**config.mk**
```make
export PLATFORM = sky130hd
export DESIGN_NAME = cau_div_step
export DESIGN_NICKNAME = d
export VERILOG_FILES = /design/src/sv/cau_div_step.sv
export SDC_FILE = /design/constraint.sdc
export NUM_CORES = 1
export LEC_CHECK = 0
export ABC_CLOCK_PERIOD_IN_PS = 1300
export BUFFER_PORTS_ARGS = -buffer_cell sky130_fd_sc_hd__buf_2
export CAP_MARGIN = 10
export CORE_UTILIZATION = 50
export CTS_CLUSTER_DIAMETER = 100
export DETAILED_ROUTE_END_ITERATION = 8
export PLACE_DENSITY_LB_ADDON = 0.08
export SLEW_MARGIN = 0
export SYNTH_ARGS = -nofsm -noshare
export SYNTH_HDL_FRONTEND = slang
export SYNTH_SLANG_ARGS = --single-unit
```
**constraint.sdc**
```tcl
create_clock -name clk -period 1.3 [get_ports clk]
set_clock_uncertainty 0.05 [all_clocks]
set_input_delay 0.39 -clock clk [delete_from_list [all_inputs] [get_ports clk]]
set_output_delay 0.39 -clock clk [all_outputs]
set_load 0.01 [all_outputs]
```
**src/sv/cau_div_step.sv**
```systemverilog
`default_nettype none

// One restoring-division step for both lanes; quotient bits shift in at the
// bottom of ql while dividend bits leave at the top.
module cau_div_step #(
	parameter int DW = 32,
	parameter int QW = 16,
	parameter int PW = 8
) (
	input  wire logic          clk,
	input  wire logic          arst_n,
	input  wire logic          en,
	input  wire logic [DW-1:0] den_i,
	input  wire logic [DW-1:0] r_re_i,
	input  wire logic [DW-1:0] r_im_i,
	input  wire logic [QW-1:0] ql_re_i,
	input  wire logic [QW-1:0] ql_im_i,
	input  wire logic [PW-1:0] pay_i,
	output logic [DW-1:0]      den_o,
	output logic [DW-1:0]      r_re_o,
	output logic [DW-1:0]      r_im_o,
	output logic [QW-1:0]      ql_re_o,
	output logic [QW-1:0]      ql_im_o,
	output logic [PW-1:0]      pay_o
);

	logic [DW:0] t_re, t_im, d_ext, n_re, n_im;
	logic        ge_re, ge_im;

	assign d_ext = {1'b0, den_i};
	assign t_re  = {r_re_i, ql_re_i[QW-1]};
	assign t_im  = {r_im_i, ql_im_i[QW-1]};
	assign ge_re = (t_re >= d_ext);
	assign ge_im = (t_im >= d_ext);
	assign n_re  = ge_re ? (t_re - d_ext) : t_re;
	assign n_im  = ge_im ? (t_im - d_ext) : t_im;

	logic [DW-1:0] den_s1, r_re_s1, r_im_s1;
	logic [QW-1:0] ql_re_s1, ql_im_s1;
	logic [PW-1:0] pay_s1;

	always_ff @(posedge clk or negedge arst_n) begin
		if (!arst_n) begin
			pay_s1 <= '0;
		end else if (en) begin
			pay_s1 <= pay_i;
		end
	end

	always_ff @(posedge clk) begin
		if (en) begin
			den_s1   <= den_i;
			r_re_s1  <= n_re[DW-1:0];
			r_im_s1  <= n_im[DW-1:0];
			ql_re_s1 <= {ql_re_i[QW-2:0], ge_re};
			ql_im_s1 <= {ql_im_i[QW-2:0], ge_im};
		end
	end

	assign den_o   = den_s1;
	assign r_re_o  = r_re_s1;
	assign r_im_o  = r_im_s1;
	assign ql_re_o = ql_re_s1;
	assign ql_im_o = ql_im_s1;
	assign pay_o   = pay_s1;

endmodule

`default_nettype wire

```
==> flow_summary.yaml <==
global_route:
  grt_max_degree: 25
  grt_overflow: 0
  grt.busiest_layer: "met2"
  use_met2_pct: 66.3
  grt_use_met3_pct: 6.73
  grt_pass1_wl_um: 51000
  antenna_found_initial: 2
  grt_usage_pct: 37.0
  grt_pass1_vias: 9559
  grtUsageMet1_pct: 42.4
sta:
  layout_setup_ws_ns: -1.26
  hold_viol_final: 0
  period_minus_slack_ns: 2.56
  period_share_pct: 197
  finalSetupViolations: 202
  rsz0062_at_grt: "true"
  worst_slew_pin_slew_ns: 0.551
  report.final.slew_viol_count: 0
  relSlewSlack_pct: 62.9
  fmax_mhz: 391
die:
  start_util_pct: 51.5
  core.rowCount: 48
  die_w_um: 136
  core_mm2: 0.0174
  pin_count: 275
  fp.dieH_um: 136
  dieArea_mm2: 0.0184
worst_setup_path:
  r2r_slack_ns: 0.33
  path_class: "in -> reg"
  critical_path_arrival_ns: 2.69
  ff2ff_path_depth: 2
  end_kind: "flop"
  regToRegEndpoint: "pay_o[3]$_DFFE_PN0P_"
  crit_required_ns: 1.44
  cp_max_fo: 3
  start_kind: "primary input"
  reg2reg_from: "pay_o[3]$_DFFE_PN0P_"
min_path:
  holdPathStages: 1
  hold_end: "ql_re_o[3]$_DFFE_PP_"
  hold_path.class: "in -> reg"
  hp-start: "ql_re_i[2]"
yosys:
  yosys_warnings: 0
  synth-seq-cells: 136
  yosys-top-cells-area: "edfxtp_1, ha_1, a21oi_1"
  synth_most_common_cell: "edfxtp_1"
  synthDistinctLibCells: 72
  synth.largest_area_cell: "edfxtp_1"
  ys.flop_type: "edfxtp_1"
  synth_area_per_cell_um2: 10.7
  netlist.area_leader.share_pct: 43.0
  ys_async_sr_fraction_pct: 5.88
  synth_seq_area_share_pct: 45.3
  synth_common_cells: "edfxtp_1, a21oi_1, ha_1, nor2_1, inv_1"
  synthCells: 833
  syn_nets: 1038
  synth_edf_count: 128
  netlist_area_mm2: 0.00893
final_layout:
  fin_area_mm2: 0.0154
  area_delta_synth_final_pct: 72.1
  nNetsFinal: 1606
  instances_no_fill: 1641
  final_layout_size_suffix_gt1_share_pct: 61.9
placement:
  dp_hpwl_um: 22500
  place_area_mm2: 0.0128
  numPlacedInstances: 1554
  portBuffers: 274
  gp_congestion: 0.972
routing:
  routed_wl_um: 36500
  viasPerCell: 5.89
  drt_iter0_markers: 692
  drc_errors: 0
  ant_nets: 0
  wire_per_inst_um: 22.3
  vias: 9666
  firstDrtPassIters: 6
clocking:
  cts.clk_slew.worst_paths_ns: 0.07
  clock-sinks: 136
  clk_path_buf_depth: 2
  cts_tree: "yes"
  numCtsBuffers: 17
  cts-root-buf: "clkbuf_16"
  htree_levels: 4
  clk_latency_ns: 0.44
pwr:
  power.density_mw_per_mm2: 1140
  leakagePower_nw: 6.78
  vdd_drop_max_mv: 0.881
outcome:
  violations: "negative setup slack"
  status: "finished with violations"
job:
  drv_cap: 0
## cell usage in the layout (no fill, tap or decap), drive strengths merged, types with 5 or more instances in the layout
| cell | n |
|---|---|
| a211oi | 6 |
| a21boi | 5 |
| a21o | 28 |
| a21oi | 83 |
| a31oi | 12 |
| and2 | 6 |
| and3 | 8 |
| buf | 580 |
| clkbuf | 18 |
| clkinv | 6 |
| dfrtp | 8 |
| edfxtp | 128 |
| ha | 64 |
| inv | 55 |
| mux2 | 43 |
| nand2 | 43 |
| nand2b | 10 |
| nand3 | 23 |
| nand4 | 18 |
| nor2 | 60 |
| nor2b | 8 |
| nor3 | 23 |
| nor4 | 5 |
| o21a | 10 |
| o21ai | 42 |
| o21bai | 8 |
| o31ai | 9 |
| xnor2 | 33 |
| xor2 | 20 |
## worst max-delay path, stage by stage
cell,delay [ns]
buf_8,0.09
inv_8,0.03
ha_4,0.15
fa_2,0.34
nand2b_4,0.17
a21oi_4,0.14
o21ai_2,0.07
o31a_2,0.32
o21a_4,0.24
buf_6,0.13
a2111oi_4,0.37
o21a_1,0.19
o31ai_2,0.07
## sequential cells by signal, summed over array words and instances (netlist names)
signal and count:
ql_im_o 16, pay_o 8, r_im_o 32, den_o 32
r_re_o 32, ql_re_o 16
## stage by stage
step	utilization [%]	TNS [ns]	power [W]	setup WS, ns	hold WS [ns]
after detailed placement	73.8	-105.28	0.0107	-1.75	0.187
after global placement	73.8	-104.15	0.0107	-1.70	0.181
after global routing	88.6	-93.81	0.0181	-1.33	0.0714
final	88.6	-84.88	0.0175	-1.26	0.0736
after floorplan	-	-82.60	0.00848	-1.38	0.0444
after CTS	86.5	-85.07	0.0169	-1.33	0.0783
## metal layers
layer	vias up	routed length [µm]
met5	-	0
met4	0	1630
met3	152	3010
met2	640	18600
met1	4602	13300
li1	4272	-
## power by group
part | total [W] | internal (W) | switching, W
registers | 0.00563 | 0.00546 | 0.000175
logic | 0.00661 | 0.00336 | 0.00325
clock network | 0.00529 | 0.00323 | 0.00206
## logic make-up after synthesis
| group | Yosys count | synth area share, % |
|---|---|---|
| AO/OA/AOI/OAI | 234 | 17.1 |
| XOR/XNOR | 53 | 5.20 |
| adder cells (fa/ha/maj) | 66 | 9.41 |
| buffers and inverters | 84 | 4.59 |
| flip-flops | 136 | 45.3 |
| multiplexers | 43 | 6.34 |
| AND/OR/NAND/NOR | 217 | 12.1 |
## repair_timing
item / in CTS / in global routing
setup endpoints to repair: 202 / 202
cloned: 7 / 0
gates resized for setup: 238 / 91
pin swaps: 72 / 53
hold buffers: 1 / 0
buffers inserted: 44 / 12
endpoints found under the hold margin: 8 / 0
## area by class of cell
type | count | area (µm²)
Inverter | 52 | 268
Sequential cell | 136 | 4040
Antenna cell | 2 | 5.00
Tap cell | 225 | 282
Fill cell | 794 | 1980
Multi-Input combinational cell | 613 | 5970
Clock buffer | 18 | 429
Timing Repair Buffer | 581 | 4180
Clock inverter | 14 | 195
## worst max path at each step
stage,slack (ns),to,from,depth (start not counted)
floorplan,-1.38,r_re_o[18]$_DFFE_PP_,ql_re_i[15],11
global placement,-1.70,r_re_o[30]$_DFFE_PP_,ql_re_i[15],13
detailed placement,-1.75,r_re_o[30]$_DFFE_PP_,den_i[0],12
CTS,-1.33,r_re_o[30]$_DFFE_PP_,ql_re_i[15],13
global route,-1.33,r_re_o[14]$_DFFE_PP_,den_i[6],14
finish,-1.26,r_re_o[30]$_DFFE_PP_,ql_re_i[15],13
Note: power is estimated with default switching activity, not from simulation.
