==> src/sv/cau_pkg.sv <==
`default_nettype none

package cau_pkg;

	localparam int DATA_WIDTH_DEF = 16;
	localparam int FRAC_BITS_DEF  = 8;

	typedef enum logic [1:0] {
		KIND_ADD = 2'd0,
		KIND_SUB = 2'd1,
		KIND_MUL = 2'd2,
		KIND_DIV = 2'd3
	} cau_kind_t;

	// Per-request control that rides along the pipeline
	typedef struct packed {
		logic valid;
		logic is_div;
		logic div_by_zero;
		logic alt_sat;
	} cau_ctrl_t;

endpackage

`default_nettype wire

==> src/sv/cau_front.sv <==
`default_nettype none

module cau_front #(
	parameter int DATA_WIDTH = cau_pkg::DATA_WIDTH_DEF,
	parameter int FRAC_BITS  = cau_pkg::FRAC_BITS_DEF
) (
	input  wire logic                          clk,
	input  wire logic                          arst_n,
	input  wire logic                          en,
	input  wire logic                          in_valid,
	input  wire logic [1:0]                    kind,
	input  wire logic signed [DATA_WIDTH-1:0]  a_re,
	input  wire logic signed [DATA_WIDTH-1:0]  a_im,
	input  wire logic signed [DATA_WIDTH-1:0]  b_re,
	input  wire logic signed [DATA_WIDTH-1:0]  b_im,
	output cau_pkg::cau_ctrl_t                 ctrl,
	output logic [DATA_WIDTH-1:0]              alt_re,
	output logic [DATA_WIDTH-1:0]              alt_im,
	output logic                               neg_re,
	output logic                               neg_im,
	output logic [2*DATA_WIDTH-1:0]            mag_re,
	output logic [2*DATA_WIDTH-1:0]            mag_im,
	output logic [2*DATA_WIDTH-1:0]            den
);

	localparam int W  = DATA_WIDTH;
	localparam int PW = 2 * W;
	localparam int SW = 2 * W + 1;

	localparam logic signed [SW-1:0] SAT_MAX = {{(SW-W+1){1'b0}}, {(W-1){1'b1}}};
	localparam logic signed [SW-1:0] SAT_MIN = {{(SW-W+1){1'b1}}, {(W-1){1'b0}}};

	// Stage 1: products and plain sums
	logic                    valid_s1;
	cau_pkg::cau_kind_t      kind_s1;
	logic signed [PW-1:0]    p_rr_s1, p_ii_s1, p_ri_s1, p_ir_s1;
	logic signed [PW-1:0]    sq_rr_s1, sq_ii_s1;
	logic signed [W:0]       as_re_s1, as_im_s1;

	logic signed [W:0] ext_ar, ext_ai, ext_br, ext_bi;
	assign ext_ar = {a_re[W-1], a_re};
	assign ext_ai = {a_im[W-1], a_im};
	assign ext_br = {b_re[W-1], b_re};
	assign ext_bi = {b_im[W-1], b_im};

	always_ff @(posedge clk or negedge arst_n) begin
		if (!arst_n) begin
			valid_s1 <= 1'b0;
		end else if (en) begin
			valid_s1 <= in_valid;
		end
	end

	always_ff @(posedge clk) begin
		if (en) begin
			kind_s1  <= cau_pkg::cau_kind_t'(kind);
			p_rr_s1  <= a_re * b_re;
			p_ii_s1  <= a_im * b_im;
			p_ri_s1  <= a_re * b_im;
			p_ir_s1  <= a_im * b_re;
			sq_rr_s1 <= b_re * b_re;
			sq_ii_s1 <= b_im * b_im;
			if (cau_pkg::cau_kind_t'(kind) == cau_pkg::KIND_SUB) begin
				as_re_s1 <= ext_ar - ext_br;
				as_im_s1 <= ext_ai - ext_bi;
			end else begin
				as_re_s1 <= ext_ar + ext_br;
				as_im_s1 <= ext_ai + ext_bi;
			end
		end
	end

	// Stage 2: combine products by operation, form denominator
	logic                    valid_s2;
	cau_pkg::cau_kind_t      kind_s2;
	logic signed [SW-1:0]    sum_re_s2, sum_im_s2;
	logic [PW-1:0]           den_s2;

	logic signed [SW-1:0] x_rr, x_ii, x_ri, x_ir, x_as_re, x_as_im;
	assign x_rr    = {p_rr_s1[PW-1], p_rr_s1};
	assign x_ii    = {p_ii_s1[PW-1], p_ii_s1};
	assign x_ri    = {p_ri_s1[PW-1], p_ri_s1};
	assign x_ir    = {p_ir_s1[PW-1], p_ir_s1};
	assign x_as_re = {{(SW-W-1){as_re_s1[W]}}, as_re_s1};
	assign x_as_im = {{(SW-W-1){as_im_s1[W]}}, as_im_s1};

	always_ff @(posedge clk or negedge arst_n) begin
		if (!arst_n) begin
			valid_s2 <= 1'b0;
		end else if (en) begin
			valid_s2 <= valid_s1;
		end
	end

	always_ff @(posedge clk) begin
		if (en) begin
			kind_s2 <= kind_s1;
			den_s2  <= $unsigned(sq_rr_s1) + $unsigned(sq_ii_s1);
			unique case (kind_s1)
				cau_pkg::KIND_ADD, cau_pkg::KIND_SUB: begin
					sum_re_s2 <= x_as_re;
					sum_im_s2 <= x_as_im;
				end
				cau_pkg::KIND_MUL: begin
					sum_re_s2 <= x_rr - x_ii;
					sum_im_s2 <= x_ri + x_ir;
				end
				cau_pkg::KIND_DIV: begin
					sum_re_s2 <= x_rr + x_ii;
					sum_im_s2 <= x_ir - x_ri;
				end
				default: begin
					sum_re_s2 <= x_as_re;
					sum_im_s2 <= x_as_im;
				end
			endcase
		end
	end

	// Stage 3: finish add/sub/mul with saturation, split quotient numerators
	logic signed [SW-1:0] v_re, v_im, abs_re, abs_im;
	logic                 sat_re, sat_im;
	logic [W-1:0]         clip_re, clip_im;

	assign v_re = (kind_s2 == cau_pkg::KIND_MUL) ? (sum_re_s2 >>> FRAC_BITS) : sum_re_s2;
	assign v_im = (kind_s2 == cau_pkg::KIND_MUL) ? (sum_im_s2 >>> FRAC_BITS) : sum_im_s2;

	always_comb begin
		sat_re  = 1'b0;
		clip_re = v_re[W-1:0];
		if (v_re > SAT_MAX) begin
			sat_re  = 1'b1;
			clip_re = SAT_MAX[W-1:0];
		end else if (v_re < SAT_MIN) begin
			sat_re  = 1'b1;
			clip_re = SAT_MIN[W-1:0];
		end
		sat_im  = 1'b0;
		clip_im = v_im[W-1:0];
		if (v_im > SAT_MAX) begin
			sat_im  = 1'b1;
			clip_im = SAT_MAX[W-1:0];
		end else if (v_im < SAT_MIN) begin
			sat_im  = 1'b1;
			clip_im = SAT_MIN[W-1:0];
		end
	end

	assign abs_re = sum_re_s2[SW-1] ? -sum_re_s2 : sum_re_s2;
	assign abs_im = sum_im_s2[SW-1] ? -sum_im_s2 : sum_im_s2;

	cau_pkg::cau_ctrl_t ctrl_s3;
	logic [W-1:0]       alt_re_s3, alt_im_s3;
	logic               neg_re_s3, neg_im_s3;
	logic [PW-1:0]      mag_re_s3, mag_im_s3, den_s3;

	always_ff @(posedge clk or negedge arst_n) begin
		if (!arst_n) begin
			ctrl_s3 <= '0;
		end else if (en) begin
			ctrl_s3.valid       <= valid_s2;
			ctrl_s3.is_div      <= (kind_s2 == cau_pkg::KIND_DIV);
			ctrl_s3.div_by_zero <= (kind_s2 == cau_pkg::KIND_DIV) && (den_s2 == '0);
			ctrl_s3.alt_sat     <= sat_re | sat_im;
		end
	end

	always_ff @(posedge clk) begin
		if (en) begin
			alt_re_s3           <= clip_re;
			alt_im_s3           <= clip_im;
			neg_re_s3           <= sum_re_s2[SW-1];
			neg_im_s3           <= sum_im_s2[SW-1];
			mag_re_s3           <= abs_re[PW-1:0];
			mag_im_s3           <= abs_im[PW-1:0];
			den_s3              <= den_s2;
		end
	end

	assign ctrl   = ctrl_s3;
	assign alt_re = alt_re_s3;
	assign alt_im = alt_im_s3;
	assign neg_re = neg_re_s3;
	assign neg_im = neg_im_s3;
	assign mag_re = mag_re_s3;
	assign mag_im = mag_im_s3;
	assign den    = den_s3;

endmodule

`default_nettype wire

==> config.mk <==
export PLATFORM = sky130hd
export DESIGN_NAME = cau_front
export DESIGN_NICKNAME = d
export VERILOG_FILES = /design/src/sv/cau_pkg.sv /design/src/sv/cau_front.sv
export SDC_FILE = /design/constraint.sdc
export NUM_CORES = 2
export LEC_CHECK = 0
export BUFFER_PORTS_ARGS = -buffer_cell sky130_fd_sc_hd__buf_2
export CAP_MARGIN = 30
export CORE_UTILIZATION = 48
export CTS_CLUSTER_DIAMETER = 120
export DETAILED_ROUTE_END_ITERATION = 8
export GPL_TIMING_DRIVEN = 0
export PLACE_DENSITY_LB_ADDON = 0.05
export SYNTH_ARGS = -nofsm -noshare
export SYNTH_HDL_FRONTEND = slang
export SYNTH_SLANG_ARGS = --single-unit
==> constraint.sdc <==
create_clock -name clk -period 10.1 [get_ports clk]
set_clock_uncertainty 0.15 [all_clocks]
set_input_delay 0 -clock clk [delete_from_list [all_inputs] [get_ports clk]]
set_output_delay 0 -clock clk [all_outputs]
set_load 0.05 [all_outputs]
==> results.cfg <==
[floorplanning]
io_pins = 204
row_count = 150
initial_core_util_pct = 48.3
core_um2 = 167000
die-width_um = 412
die_h_um = 412
dieArea_um2 = 170000

[layout]
final_util_pct = 52.9
nets = 10900
syn_to_final_growth_pct = 9.42
layout_commonest_cell = inv_1
layout_common_cells = inv_1 (1840), fa_1 (1518), nand2_1 (812)
drive_gt1_share_pct = 5.72

[global_route]
gr-total-overflow = 0
grt_usage_pct = 34.1
use_met1_pct = 45.0
antenna_found_initial = 70
gr-usage-met3_pct = 7.79
grt_pass1_vias = 61800
grt_use_met2_pct = 52.2
grt_most_used_layer = met2
grt_pass1_wl_um = 413000
grt_max_degree = 99

[timing]
max_freq_mhz = 113
period_share_pct = 87.4
setup_slack_ps = 1270
finalSetupViolations = 0
post-route-min-period_ps = 8830
final_max_slew_viol_count = 0
worst_pin_slew_ps = 1140
slew_headroom_pct = 24.1
setup_tns_ps = 0
grt_setup_unrepaired = false
hold_viol_final = 0

[routing]
drt_first_pass_iters = 6
drcViolationCount = 0
via_count = 60100
final_antenna_net_count = 0
wire_per_inst_um = 26.0
drt-initial-drc-count = 5419
drt-vias-per-instance = 5.50
wl_um = 284000

[synth]
yosys_warnings = 0
synth_top_family_by_area = adder cells
ys.flop_type = edfxtp_1
synth-seq-cells = 462
synthCells = 8249
synth_compound_area_share_pct = 6.92
seq_area_frac_synth_pct = 17.1
synth_adder_area_share_pct = 47.7
synth.distinct_cells = 84
synth_edf_count = 456
syn-num-nets = 10500
muxShareOfSynthArea_pct = 0.685
synth-simple-area-share_pct = 12.4
syn_area_um2 = 80800
synthXorXnorAreaFrac_pct = 5.12
avgSynthCellArea_um2 = 9.79
async_reset_ff_share_pct = 1.30

[clocking]
cts-buffers-inserted = 55
clkSinkCount = 462
clk_pin_slew_ps = 70
clockBufferDepth = 3
post_cts_resized = 0
ctsHoldBuffers = 22
cts_tree = built
post_cts_buffers = 0
htree_num_levels = 2
clock_latency_ps = 670
cts_root_buf = clkbuf_16

[worst_setup_path]
start_kind = primary input
slowest_delay_ps = 750
path_common_cell = fa_1
arrival_ps = 9090
path_class = primary input to flip-flop
critPathSlowestCell = buf_1
path_max_fanout = 10
end_kind = flip-flop
cp.required_ps = 10360

[placement]
io_buffer_count = 197
hpwl_um = 244000
gp_congestion = 1.02
dp_worst_setup_slack_ps = 1020

[min_path]
hp-class = primary input to async pin

[outcome]
status = finished, final reports clean

[run]
maxCapViolations = 0
## Yosys cell counts (22+ instances only)
cell / count / area [um^2]
nand2_1: 812 / 3050
mux2_2: 26 / 293
buf_1: 33 / 124
mux2i_1: 26 / 260
fa_1: 1518 / 30400
nor2b_1: 32 / 200
o31ai_1: 43 / 323
a211oi_1: 26 / 195
nor2_1: 333 / 1250
clkbuf_1: 282 / 1060
nand2b_1: 58 / 363
o21ai_0: 190 / 951
a21oi_1: 248 / 1240
xor2_1: 110 / 963
or3_1: 22 / 138
a21o_1: 99 / 743
ha_1: 651 / 8150
o21a_1: 41 / 308
nor4_1: 26 / 163
edfxtp_1: 456 / 13700
inv_1: 1840 / 6910
and3_1: 24 / 150
a31oi_1: 41 / 257
nor3_1: 71 / 355
and2_1: 523 / 3270
nand3_1: 60 / 300
xnor2_1: 362 / 3170
o21bai_1: 34 / 255
## cell type report
cell class	instances	area, um^2
Timing Repair Buffer	336	2780
Antenna cell	27	67.6
Buffer	315	1180
Sequential cell	462	13800
Clock buffer	63	1430
Fill cell	15500	78800
Clock inverter	39	557
Inverter	1854	6960
Tap cell	2204	2760
Multi-Input combinational cell	5618	58800
## cell families after synthesis
kind of cell / after synthesis
mux: 52
simple gates: 2056
xor+xnor: 472
fa+ha+maj: 2169
buf+inv: 2169
flops: 462
compound gates: 869
## worst paths after layout
path | from | end | slack (ps) | depth (start not counted)
setup reg to reg | kind_s1[1] | sum_re_s2[30] | 4130 | 16
hold / removal | arst_n | ctrl[2] | 120 | 3
hold reg to reg | den_s2[18] | den[18] | 300 | 0
max in group asynchronous | arst_n | ctrl[3] | 9470 | 3
setup / recovery | b_re[1] | p_rr_s1[31] | 1270 | 27
min in group clk | a_im[15] | as_im_s1[15] | 130 | 3
## critical path: cells and delay by family
family | cells | cell delay, ps
adder cells (fa/ha/maj) | 7 | 3430
AND/OR/NAND/NOR | 1 | 180
buffers and inverters | 9 | 2830
XOR/XNOR | 1 | 200
AO/OA/AOI/OAI | 9 | 2410
## metrics by stage
step	cell area (um^2)	cells	hold slack [ps]
after floorplan	80800	8249	-446
after global placement	84500	10700	-322
after detailed placement	86000	10800	-322
after CTS	88200	10900	36.4
after global routing	88300	10900	79.5
final	88400	10900	118
## state kept, by name (all words and copies together) (netlist names), 31 cells and up
name       flops
den           32
den_s2        32
mag_im        32
mag_re        32
p_ii_s1       32
p_ir_s1       32
p_ri_s1       32
p_rr_s1       32
sq_ii_s1      31
sq_rr_s1      31
sum_im_s2     33
sum_re_s2     33
## routing by layer
metal	routed length (um)	vias to the layer above	part of all wire (%)
met1	114000	30300	40
met2	125000	2792	44
met3	26500	624	9.3
met4	18400	20	6.5
met5	156	-	0.055
li1	-	26300	-
Power is left out: the tool's default activity adds up to more than one toggle a clock period on the data nets, which glitch-free logic cannot reach.
